File: config.mk
export PLATFORM = sky130hd
export DESIGN_NAME = reentrant_read_write_lock_manager
export DESIGN_NICKNAME = d
export VERILOG_FILES = /design/src/hdl/rrwl_pkg.sv /design/src/hdl/rrwl_engine.sv /design/src/hdl/reentrant_read_write_lock_manager.sv
export SDC_FILE = /design/constraint.sdc
export NUM_CORES = 1
export LEC_CHECK = 0
export ABC_AREA = 0
export BUFFER_PORTS_ARGS = -buffer_cell sky130_fd_sc_hd__buf_2
export CELL_PAD_IN_SITES_DETAIL_PLACEMENT = 1
export CELL_PAD_IN_SITES_GLOBAL_PLACEMENT = 1
export CORE_ASPECT_RATIO = 0.5
export CORE_MARGIN = 2
export CORE_UTILIZATION = 50
export CTS_CLUSTER_DIAMETER = 80
export DETAILED_ROUTE_END_ITERATION = 7
export PLACE_DENSITY_LB_ADDON = 0.1
export RECOVER_POWER = 25
export SYNTH_ARGS = -nofsm -noshare
export SYNTH_HDL_FRONTEND = slang
export SYNTH_SLANG_ARGS = --single-unit
File: constraint.sdc
create_clock -name clk -period 7.1 [get_ports clk]
set_input_delay 1.42 -clock clk [delete_from_list [all_inputs] [get_ports clk]]
set_output_delay 1.42 -clock clk [all_outputs]
set_load 0.02 [all_outputs]
File: src/hdl/rrwl_pkg.sv
// Shared types and codes for the reentrant read/write lock manager.
package rrwl_pkg;

    localparam logic [2:0] FUNC_ACQ_READ  = 3'd0;
    localparam logic [2:0] FUNC_ACQ_WRITE = 3'd1;
    localparam logic [2:0] FUNC_TRY_READ  = 3'd2;
    localparam logic [2:0] FUNC_TRY_WRITE = 3'd3;
    localparam logic [2:0] FUNC_REL_READ  = 3'd4;
    localparam logic [2:0] FUNC_REL_WRITE = 3'd5;

    localparam logic [1:0] ST_OK       = 2'd0;
    localparam logic [1:0] ST_REFUSED  = 2'd1;
    localparam logic [1:0] ST_NOT_HELD = 2'd2;
    localparam logic [1:0] ST_LIMIT    = 2'd3;

    localparam int ID_BITS  = 4;
    localparam int OUT_BITS = 16;

    typedef struct packed {
        logic [2:0]         func;
        logic [ID_BITS-1:0] requester;
        logic               others_waiting;
    } request_t;

    typedef struct packed {
        logic                granted;
        logic [1:0]          status;
        logic                lock_free;
        logic [OUT_BITS-1:0] read_total;
        logic [OUT_BITS-1:0] write_holds;
        logic [ID_BITS-1:0]  owner_id;
        logic                owner_valid;
        logic [OUT_BITS-1:0] requester_read_holds;
    } result_t;

endpackage

File: src/hdl/rrwl_engine.sv
// Lock state registers, per-requester read hold table and the request decision logic.
module rrwl_engine #(
    parameter int REQUESTERS = 16,
    parameter int COUNT_BITS = 16
) (
    input  logic              clk,
    input  logic              rst_n,
    input  logic              enable,
    input  logic              fair_mode,
    input  rrwl_pkg::request_t req,
    output rrwl_pkg::result_t  result
);
    import rrwl_pkg::*;

    localparam int TABLE_DEPTH = (REQUESTERS < 16) ? REQUESTERS : 16;
    localparam int IDX_BITS    = $clog2(TABLE_DEPTH);

    logic [COUNT_BITS-1:0] write_count_reg, write_count_next;
    logic [COUNT_BITS-1:0] read_count_reg, read_count_next;
    logic [ID_BITS-1:0]    writer_id_reg, writer_id_next;
    logic                  writer_held_reg, writer_held_next;
    logic [COUNT_BITS-1:0] holds_reg [TABLE_DEPTH];

    logic                  in_range;
    logic [IDX_BITS-1:0]   idx;
    logic [COUNT_BITS-1:0] my_holds, my_holds_next;
    logic                  is_owner;
    logic                  block;
    logic                  do_read;
    logic                  do_write;
    logic [1:0]            status;
    logic                  freed;

    assign in_range = (REQUESTERS >= 16) || (32'(req.requester) < 32'(REQUESTERS));
    assign idx      = req.requester[IDX_BITS-1:0];
    assign my_holds = in_range ? holds_reg[idx] : '0;
    assign is_owner = writer_held_reg && (writer_id_reg == req.requester);
    assign block    = fair_mode && req.others_waiting;

    always_comb
    begin
        write_count_next = write_count_reg;
        read_count_next  = read_count_reg;
        writer_id_next   = writer_id_reg;
        writer_held_next = writer_held_reg;
        my_holds_next    = my_holds;
        status           = ST_REFUSED;
        freed            = 1'b0;
        do_read          = 1'b0;
        do_write         = 1'b0;

        if (in_range)
        begin
            unique case (req.func) inside
                FUNC_ACQ_READ, FUNC_TRY_READ:
                begin
                    if (writer_held_reg && !is_owner)
                        status = ST_REFUSED;
                    else if (!writer_held_reg && block && (req.func == FUNC_ACQ_READ)
                             && (my_holds == '0))
                        status = ST_REFUSED;
                    else if (&read_count_reg)
                        status = ST_LIMIT;
                    else
                        do_read = 1'b1;
                end
                FUNC_ACQ_WRITE, FUNC_TRY_WRITE:
                begin
                    if ((read_count_reg != '0) || (write_count_reg != '0))
                    begin
                        if (!is_owner)
                            status = ST_REFUSED;
                        else if (&write_count_reg)
                            status = ST_LIMIT;
                        else
                            do_write = 1'b1;
                    end
                    else if (block && (req.func == FUNC_ACQ_WRITE))
                        status = ST_REFUSED;
                    else
                    begin
                        status           = ST_OK;
                        write_count_next = COUNT_BITS'(1);
                        writer_id_next   = req.requester;
                        writer_held_next = 1'b1;
                    end
                end
                FUNC_REL_READ:
                begin
                    if ((my_holds == '0) || (read_count_reg == '0))
                        status = ST_NOT_HELD;
                    else
                    begin
                        status          = ST_OK;
                        my_holds_next   = my_holds - COUNT_BITS'(1);
                        read_count_next = read_count_reg - COUNT_BITS'(1);
                        freed           = (read_count_next == '0) && (write_count_reg == '0);
                    end
                end
                FUNC_REL_WRITE:
                begin
                    if (!is_owner || (write_count_reg == '0))
                        status = ST_NOT_HELD;
                    else
                    begin
                        status           = ST_OK;
                        write_count_next = write_count_reg - COUNT_BITS'(1);
                        if (write_count_next == '0)
                        begin
                            writer_held_next = 1'b0;
                            writer_id_next   = '0;
                            freed            = 1'b1;
                        end
                    end
                end
                default:
                    status = ST_REFUSED;
            endcase

            if (do_read)
            begin
                status          = ST_OK;
                read_count_next = read_count_reg + COUNT_BITS'(1);
                my_holds_next   = my_holds + COUNT_BITS'(1);
            end
            if (do_write)
            begin
                status           = ST_OK;
                write_count_next = write_count_reg + COUNT_BITS'(1);
            end
        end
    end

    always_comb
    begin
        result.granted              = (status == ST_OK);
        result.status               = status;
        result.lock_free            = freed;
        result.read_total           = OUT_BITS'(read_count_next);
        result.write_holds          = OUT_BITS'(write_count_next);
        result.owner_id             = writer_held_next ? writer_id_next : '0;
        result.owner_valid          = writer_held_next;
        result.requester_read_holds = in_range ? OUT_BITS'(my_holds_next) : '0;
    end

    always_ff @(posedge clk or negedge rst_n)
    begin
        if (!rst_n)
        begin
            write_count_reg <= '0;
            read_count_reg  <= '0;
            writer_id_reg   <= '0;
            writer_held_reg <= 1'b0;
            for (int i = 0; i < TABLE_DEPTH; i++)
                holds_reg[i] <= '0;
        end
        else if (enable)
        begin
            write_count_reg <= write_count_next;
            read_count_reg  <= read_count_next;
            writer_id_reg   <= writer_id_next;
            writer_held_reg <= writer_held_next;
            if (in_range)
                holds_reg[idx] <= my_holds_next;
        end
    end

endmodule

File: src/hdl/reentrant_read_write_lock_manager.sv
// Reentrant read/write lock manager: request register, lock engine and result register.
// A request passes the request register and engine into the result register, done high
// for one cycle. Throughput: one request per cycle, busy is never raised; the single
// read-modify-write of counts and one table entry sets this. The receiver cannot stall.
// Reset (rst_n low, asynchronous): counts, owner, read hold table and fair_mode clear.
module reentrant_read_write_lock_manager #(
    parameter int REQUESTERS = 16,
    parameter int COUNT_BITS = 16
) (
    input  logic                          clk,
    input  logic                          rst_n,
    input  logic                          start,
    output logic                          busy,
    input  logic [2:0]                    func,
    input  logic [rrwl_pkg::ID_BITS-1:0]  requester,
    input  logic                          others_waiting,
    input  logic                          cfg_write,
    input  logic                          cfg_data,
    output logic                          done,
    output logic                          granted,
    output logic [1:0]                    status,
    output logic                          lock_free,
    output logic [rrwl_pkg::OUT_BITS-1:0] read_total,
    output logic [rrwl_pkg::OUT_BITS-1:0] write_holds,
    output logic [rrwl_pkg::ID_BITS-1:0]  owner_id,
    output logic                          owner_valid,
    output logic [rrwl_pkg::OUT_BITS-1:0] requester_read_holds
);
    import rrwl_pkg::*;

    logic     fair_mode_reg;
    logic     req_valid_reg;
    request_t req_reg;
    logic     done_reg;
    result_t  result_reg;
    result_t  result_next;

    assign busy = 1'b0;

    rrwl_engine #(
        .REQUESTERS (REQUESTERS),
        .COUNT_BITS (COUNT_BITS)
    ) u_engine (
        .clk       (clk),
        .rst_n     (rst_n),
        .enable    (req_valid_reg),
        .fair_mode (fair_mode_reg),
        .req       (req_reg),
        .result    (result_next)
    );

    always_ff @(posedge clk or negedge rst_n)
    begin
        if (!rst_n)
        begin
            fair_mode_reg <= 1'b0;
            req_valid_reg <= 1'b0;
            done_reg      <= 1'b0;
        end
        else
        begin
            if (cfg_write)
                fair_mode_reg <= cfg_data;
            req_valid_reg <= start && !busy;
            done_reg      <= req_valid_reg;
        end
    end

    always_ff @(posedge clk)
    begin
        if (start && !busy)
        begin
            req_reg.func           <= func;
            req_reg.requester      <= requester;
            req_reg.others_waiting <= others_waiting;
        end
        if (req_valid_reg)
            result_reg <= result_next;
    end

    assign done                 = done_reg;
    assign granted              = result_reg.granted;
    assign status               = result_reg.status;
    assign lock_free            = result_reg.lock_free;
    assign read_total           = result_reg.read_total;
    assign write_holds          = result_reg.write_holds;
    assign owner_id             = result_reg.owner_id;
    assign owner_valid          = result_reg.owner_valid;
    assign requester_read_holds = result_reg.requester_read_holds;

endmodule
# Yosys cells after proc, flatten, opt, wreduce, memory -nomap -nowiden
# Index checks and enable logic that the tools add are counted.
[classes]
n_addsub = 6
n_lt_le_gt_ge = 2
n_eq_ne = 6
muxes = 51
bitwise_logic = 1
reduce_logical = 27
[op_table]
columns = ["operator", "n"]
rows = [
  ["256-bit bitwise mux", 1],
  ["16-bit two-way mux", 13],
  ["16-bit logical NOT", 5],
  ["16-bit binary-select mux with 4-bit select", 1],
  ["16-bit demux with 4-bit select", 1],
  ["16-bit by 1-bit adder with 16-bit output (second input constant)", 3],
  ["16-bit by 1-bit subtractor with 16-bit output (second input constant)", 3],
  ["16-bit case mux with 2 select lines", 1],
  ["16-bit AND reduction", 2],
  ["16-bit nonzero test", 2],
  ["2-bit two-way mux", 10],
  ["1-bit two-way mux", 16],
  ["4-bit two-way mux", 4],
  ["1-bit logical AND", 9],
  ["2-bit case mux with 4 select lines", 1],
  ["4-bit case mux with 2 select lines", 1],
  ["3-bit by 2-bit equality test with 1-bit output (second input constant)", 2],
  ["3-bit equality test (second input constant)", 2],
  ["5-bit >= comparator (second input constant)", 1],
  ["5-bit by 1-bit < comparator with 1-bit output (second input constant)", 1],
  ["4-bit inverter with 5-bit output", 1],
  ["4-bit equality test", 1],
  ["1-bit case mux with 2 select lines", 2],
  ["2-bit OR reduction", 2],
  ["5 further kinds", 8],
]
[totals]
regBits = 361

# Longest topological paths before layout
# Gate-level depths: netlist (run 1).
[logic_depth]
word_depth = 12
depth_mapped = 17
depth_no_buf = 11

# Hierarchy
# From an unflattened synthesis (run 1), not the netlist that was laid out.
[unflattened]
hier_cells = 1595
area_unflattened_um2 = 18023.5
[modules_own_cells]
columns = ["module", "n_inst", "cells_per_inst", "area_each_um2", "seq_area_each_um2"]
rows = [
  ["rrwl_engine", 1, 1524, 15970.3, 7332.0],
  ["reentrant_read_write_lock_manager", 1, 71, 2053.2, 2026.9],
]

# Worst setup path after synthesis (run 1)
# OpenSTA, ideal clock, no wires.
[synth_timing]
path_kind = "register to register"
from = "reg req_reg[2] in the netlist's numbering"
to = "reg result_reg, in the netlist requester_read_holds[2] (data pin)"
setup_ns = 0.255
arrival_ns = 3.504
required_time_ns = 6.845
slack_ns = 3.340
path_stages_with_launch = 17
path_buffers = 5
cell_sequence = "edfxtp_1 > buf_2 > buf_1 > buf_2 > mux4_2 > a22oi_1 > nand2_1 > inv_1 > ha_1 > and4_1 > nand4_2 > and2_1 > buf_2 > a22oi_1 > xnor2_1 > buf_2 > inv_1"
[synth_rtl]
columns = ["element", "line", "text"]
rows = [
  ["from (decl)", "reentrant_read_write_lock_manager.sv:33", "request_t req_reg;"],
  ["to (signal assigned)", "reentrant_read_write_lock_manager.sv:78", "result_reg <= result_next;"],
  ["to (decl)", "reentrant_read_write_lock_manager.sv:35", "result_t result_reg;"],
]

# Final worst setup path (run 1)
[layout_timing]
from = "reg req_reg[3] in the netlist's numbering"
to = "reg u_engine.holds_reg[177] in the netlist's numbering"
[layout_via]
elab_chain_len = 11
word_cells_on_any_way = 25
classes_between = "2 x add/sub; 2 x order compare; 1 x eq/ne; 12 x mux; 1 x bitwise; 7 x reduce/logical"
[layout_lines]
columns = ["element", "line", "text"]
rows = [
  ["branches (longest 10 deep; another with 16-bit by 1-bit subtractor with 16-bit output)", "-", ""],
  ["256-bit bitwise mux *", "rrwl_engine.sv:164", "holds_reg[idx] <= my_holds_next;"],
  ["to (signal, indexed assignment)", "rrwl_engine.sv:164", ""],
  ["to (decl)", "rrwl_engine.sv:22", "logic [COUNT_BITS-1:0] holds_reg [TABLE_DEPTH];"],
]
# Mark *: on every way between the ends. The select of a mux whose other input is x is not followed.
# A chain may end at the register's enable or synchronous reset.

==> impl_metrics.json, run 1 <==
{
  "status": "complete, but fails checks",
  "violations": "capacitance limit, slew limit",
  "cts_buffers": 35,
  "grt_pass1_wl_mm": 76.7,
  "seqCellArea_sq_um": 9360,
  "antenna_found_initial": 0,
  "synth_edf_count": 65,
  "syn_area_sq_um": 17400,
  "netlist_instances": 1484,
  "largest_reg_flops": 256,
  "vias": 12297,
  "wl_per_cell_microns": 24.4,
  "holdPathEnd": "u_engine.holds_reg[99]$_DFFE_PN0P_",
  "crit_type": "reg2reg",
  "ys_ff_latch": 361,
  "ys_warn_count": 0,
  "cap_violations": 2,
  "areaGrowthSynthToFinish_pct": 10.6,
  "critPathCaptureType": "flop",
  "critPathLaunchType": "flop",
  "via_per_inst": 6.11,
  "cts.clk_slew.worst_paths_ps": 70,
  "multi_input_area_sq_um": 7450,
  "yosysUniqueCellTypes": 70,
  "r2r_start": "req_reg[3]$_DFFE_PP_",
  "die_h_microns": 136,
  "r2r-end": "u_engine.holds_reg[177]$_DFFE_PN0P_",
  "grt_max_degree": 144,
  "synth_top_family_by_area": "multiplexers",
  "min_from": "u_engine.holds_reg[99]$_DFFE_PN0P_",
  "synth_mux_area_frac": 0.168,
  "path_max_fanout": 21,
  "hold_viol_final": 0,
  "setup_ws_ps": 2210,
  "globalplace.congestion": 0.945,
  "synthSimpleGateAreaFrac": 0.125,
  "timing.final.crit_period_ps": 4890,
  "rows": 48,
  "synth_fp_nets": 1506,
  "post_cts_buffers": 0,
  "finalClockSkew_ps": 29.7,
  "slew_headroom": -1.37,
  "initial_utilization": 0.506,
  "avgSynthCellArea_sq_um": 11.7,
  "first_pass_iters": 5,
  "root_buffer": "clkbuf_16",
  "dp_hpwl_mm": 30.6,
  "p_per_area_nw_per_um2": 365,
  "min_path_type": "reg2reg",
  "synthAdderAreaFrac": 0.00648,
  "arrival_ps": 5360,
  "synth_xor_area_frac": 0.0305,
  "worstPathRequired_ps": 7570,
  "ys.flop_type": "dfrtp_1",
  "ir_drop_uv": 170,
  "ios": 72,
  "cts_hold_buffers": 0,
  "antennaDiodeCount": 0,
  "rrSetupSlack_ps": 2210,
  "io_buffer_count": 70,
  "min_path_cells": 2,
  "min_period_over_period": 0.688,
  "cts_buffer_depth": 3,
  "drt_iter0_markers": 905,
  "clock_sinks": 361,
  "drc_errors": 0,
  "leakage_nw": 8.50,
  "power_mw": 7.01,
  "tightest_slew_ps": 3550,
  "reg2reg_depth": 11,
  "grt_pass1_vias": 12888,
  "nFillCells": 3573,
  "clk_latency_ps": 550,
  "async_reset_ff_frac": 0.820,
  "maxSlewViolCount": 181,
  "rsz0062_at_grt": "false",
  "nNetsFinal": 1534,
  "drt-total-wl_mm": 49.1,
  "setup_violations": 0,
  "ant_nets": 0,
  "dp_slack_ps": 2350,
  "grt_remaining_overflow": 0,
  "fp.coreArea_sq_um": 34400,
  "final_layout_size_suffix_gt1_frac": 0.245,
  "fmax_mhz": 205,
  "yosysSeqAreaShare": 0.538,
  "cts_tree": "yes",
  "grt_usage": 0.279,
  "post_cts_resized": 0,
  "finalSetupTns_ps": 0,
  "dieArea_sq_um": 36400,
  "synth_compound_area_frac": 0.0976,
  "die_w_microns": 268,
  "cts.htree.levels": 2
}
[worst max-delay path by stage]
stage	cells past startpoint	to	slack, ps	from
final	11	u_engine.holds_reg[177]$_DFFE_PN0P_	2210	req_reg[3]$_DFFE_PP_
after global placement	10	u_engine.holds_reg[81]$_DFFE_PN0P_	2490	req_reg[2]$_DFFE_PP_
after global routing	2	u_engine.holds_reg[147]$_DFFE_PN0P_	1650	rst_n
after detailed placement	11	u_engine.holds_reg[177]$_DFFE_PN0P_	2350	req_reg[3]$_DFFE_PP_
after floorplan	16	requester_read_holds[2]$_DFFE_PP_	3340	req_reg[2]$_DFFE_PP_
after CTS	11	u_engine.holds_reg[177]$_DFFE_PN0P_	2330	req_reg[3]$_DFFE_PP_
[layer usage]
metal  routed length [microns]  vias up  part of all wire  track usage
met1                     23200     6451              0.47        0.410
met4                       928        0             0.019       0.0667
met3                      2370       69             0.048       0.0406
met5                         0        -                 0            0
met2                     22600      330              0.46        0.440
li1                          -     5447                 -            -
[power by group]
| part | internal (mW) | switching (mW) |
|---|---|---|
| Combinational | 0.818 | 1.33 |
| Clock | 1.09 | 0.819 |
| Sequential | 2.60 | 0.359 |
[per-stage QoR]
stage / hold WS (ps) / utilization / std cells / instance area [sq um]
6_report: 476 / 0.560 / 2012 / 19200
5_1_grt: 497 / 0.560 / 2012 / 19200
4_1_cts: 481 / 0.560 / 2012 / 19200
3_5_place_dp: 468 / 0.526 / 1950 / 18100
3_3_place_gp: 456 / 0.526 / 1950 / 18100
2_1_floorplan: 445 / - / 1484 / 17400
[cells by family after synthesis]
logic type | Yosys count
and+or+nand+nor | 445
AOI/OAI and AO/OA | 282
muxes | 196
DFF | 361
buffers and inverters | 132
xor gates and xnor gates | 58
other | 1
adders and majority gates | 9
[final cells by class]
cell class,count,share of cell area
repair buffers,95,0.0290
inverters,28,0.00547
multi-input cells,991,0.387
clock inverters,7,0.00410
well taps,475,0.0309
clock buffers,55,0.0563
flip-flops and latches,361,0.487
[synthesized netlist by cell type, drive strengths merged (11+ instances only)]
library cell  instances  area, sq um
nor4                 13          133
inv                  28          105
o21ai               174          905
edfxtp               65         1950
and2                 15         93.8
clkbuf               71          267
buf                  33          223
xnor2                37          347
a22oi                29          223
a21oi                22          114
nand3                22          110
o22ai                11         68.8
xor2                 21          184
nand4                28          188
dfrtp               296         7410
nor2                 48          180
mux2                126         1420
nor3                 24          130
nand2               234          888
mux4                 64         1440
[layout by cell type (no fill, tap or decap), drive strengths merged, types with 11 or more instances in the layout]
| cell type | Yosys | final |
|---|---|---|
| a21oi | 22 | 22 |
| a22oi | 29 | 29 |
| xnor2 | 37 | 37 |
| inv | 28 | 30 |
| nand3 | 22 | 22 |
| mux2 | 126 | 126 |
| clkbuf | 71 | 57 |
| buf | 33 | 93 |
| and2 | 15 | 15 |
| o22ai | 11 | 11 |
| nor4 | 13 | 13 |
| nand2 | 234 | 234 |
| dfrtp | 296 | 296 |
| nor3 | 24 | 24 |
| edfxtp | 65 | 65 |
| mux4 | 64 | 64 |
| xor2 | 21 | 21 |
| o21ai | 174 | 174 |
| nand4 | 28 | 28 |
| nor2 | 48 | 48 |
[critical path: stages, from the launching register on]
cell and delay [ps]:
edfxtp_1 910, and2_1 840, a22oi_1 210, nand2_1 230, inv_1 70, ha_1 220
and3_1 200, and2_1 240, a21oi_2 520, a211oi_1 110, a21oi_1 930, mux2_2 330
Power figures use the tool's default switching activity.
==> inputs of run 2 (changes only) <==
==> constraint.sdc (replaced) <==
create_clock -name clk -period 4.8 [get_ports clk]
set_input_delay 0.96 -clock clk [delete_from_list [all_inputs] [get_ports clk]]
set_output_delay 0.96 -clock clk [all_outputs]
set_load 0.02 [all_outputs]
==> impl_metrics.json, run 2 (synthesis results as in run 1) <==
{
  "antennaDiodeCount": 0,
  "finalClockSkew_ps": 25.1,
  "cap_violations": 1,
  "p_per_area_nw_per_um2": 532,
  "grt_pass1_vias": 13140,
  "arrival_ps": 4750,
  "maxSlewViolCount": 51,
  "cts_buffer_depth": 3,
  "grt_pass1_wl_mm": 76.8,
  "fp.coreArea_sq_um": 34400,
  "ios": 72,
  "ir_drop_uv": 256,
  "crit_type": "reg2reg",
  "setup_violations": 0,
  "cts.clk_slew.worst_paths_ps": 70,
  "grt_remaining_overflow": 0,
  "finalSetupTns_ps": 0,
  "cts_buffers": 35,
  "timing.final.crit_period_ps": 4460,
  "die_h_microns": 136,
  "min_path_type": "reg2reg",
  "min_path_cells": 2,
  "post-route-util": 0.566,
  "drc_errors": 0,
  "path_max_fanout": 17,
  "io_buffer_count": 70,
  "ant_nets": 0,
  "dieArea_sq_um": 36400,
  "nNetsFinal": 1561,
  "tightest_slew_ps": 3310,
  "root_buffer": "clkbuf_16",
  "globalplace.congestion": 0.913,
  "layout_commonest_cell": "dfrtp_1",
  "status": "complete, but fails checks",
  "rows": 48,
  "areaGrowthSynthToFinish_pct": 11.8,
  "cts_hold_buffers": 0,
  "first_pass_iters": 5,
  "hold_viol_final": 0,
  "slew_headroom": -1.20,
  "rrSetupSlack_ps": 340,
  "final_layout_size_suffix_gt1_frac": 0.254,
  "cts_tree": "yes",
  "via_per_inst": 6.10,
  "wl_per_cell_microns": 24.4,
  "vias": 12446,
  "initial_utilization": 0.506,
  "critPathLaunchType": "flop",
  "violations": "capacitance limit, slew limit",
  "clk_latency_ps": 540,
  "antenna_found_initial": 0,
  "die_w_microns": 268,
  "min_from": "u_engine.holds_reg[95]$_DFFE_PN0P_",
  "grt_usage": 0.280,
  "nFillCells": 3582,
  "drt-total-wl_mm": 49.8,
  "fmax_mhz": 224,
  "layout_common_cells": "dfrtp_1, nand2_1, mux2_2",
  "grt_max_degree": 92,
  "drt_iter0_markers": 1019,
  "largest_reg_flops": 256,
  "worstPathRequired_ps": 5090,
  "cts.htree.levels": 2,
  "critPathCaptureType": "flop",
  "r2r_start": "req_reg[1]$_DFFE_PP_",
  "reg2reg_depth": 11,
  "rsz0062_at_grt": "false",
  "leakage_nw": 8.61,
  "min_period_over_period": 0.929,
  "dp_hpwl_mm": 31.1,
  "holdPathEnd": "u_engine.holds_reg[95]$_DFFE_PN0P_",
  "r2r-end": "requester_read_holds[12]$_DFFE_PP_",
  "clock_sinks": 361
}
-- run 2: cell types whose count changed in the layout (fill, tap and decap cells not counted), sizes merged --
cell | before | now
buf | 93 | 120
clkinvlp | 1 | 0
clkinv | 3 | 8
bufinv | 1 | 0
clkbuf | 57 | 56
-- run 2: layout make-up --
cell class                      count  area, sq um  area share
Multi-Input combinational cell    991         7460       0.384
Inverter                           28          105     0.00541
Sequential cell                   361         9360       0.482
Tap cell                          475          594      0.0306
Timing Repair Buffer              122          813      0.0419
Clock inverter                     10         65.1     0.00335
Clock buffer                       54         1030      0.0529
-- run 2: worst max-delay path, stage by stage (launching register included) --
cell      delay (ps)
edfxtp_1         770
buf_12           280
mux4_2           530
a22oi_1          270
nand2_2          200
nor4_4           450
nand4_2          350
and2_1           490
a32o_1           370
xnor2_2          180
buf_4            240
inv_1             70
-- run 2: what timing repair did --
item,in CTS,in global routing
setup endpoints to repair,0,1
setup buffers,0,0
resized for setup,0,1
-- run 2: how the worst max path moves through the flow --
stage                                                     end  slack [ps]                 start  cells after the start
after CTS                 u_engine.holds_reg[175]$_DFFE_PN0P_         270  req_reg[1]$_DFFE_PP_                     10
after global placement     requester_read_holds[12]$_DFFE_PP_         500  req_reg[1]$_DFFE_PP_                     11
after global routing       u_engine.holds_reg[53]$_DFFE_PN0P_          30  req_reg[1]$_DFFE_PP_                     13
after floorplan             requester_read_holds[2]$_DFFE_PP_        1040  req_reg[2]$_DFFE_PP_                     16
final                      requester_read_holds[12]$_DFFE_PP_         340  req_reg[1]$_DFFE_PP_                     11
after detailed placement  u_engine.holds_reg[175]$_DFFE_PN0P_         340  req_reg[1]$_DFFE_PP_                     10
-- run 2: per-stage QoR --
step | total power, mW | instance area, sq um | hold slack, ps | std cells | setup slack [ps]
after floorplan | 6.60 | 17400 | 445 | 1484 | 1040
final | 10.3 | 19400 | 480 | 2041 | 341
after global placement | 7.46 | 18300 | 457 | 1977 | 495
after CTS | 10.4 | 19400 | 366 | 2041 | 265
after global routing | 10.9 | 19400 | 511 | 2041 | 27.2
after detailed placement | 7.65 | 18300 | 466 | 1977 | 338
-- run 2: power by group --
part	switching (mW)	internal (mW)	total [mW]
clock	1.20	1.49	2.69
sequential	0.513	3.84	4.35
combinational	2.01	1.29	3.30
total	3.72	6.62	10.3
-- run 2: routing by layer --
metal  vias up  global-route usage  wire, microns
met5         -                   0              0
met2       345               0.449          23100
met4         0              0.0729           1130
met3        86              0.0453           2770
li1       5507                   -              -
met1      6508               0.400          22700
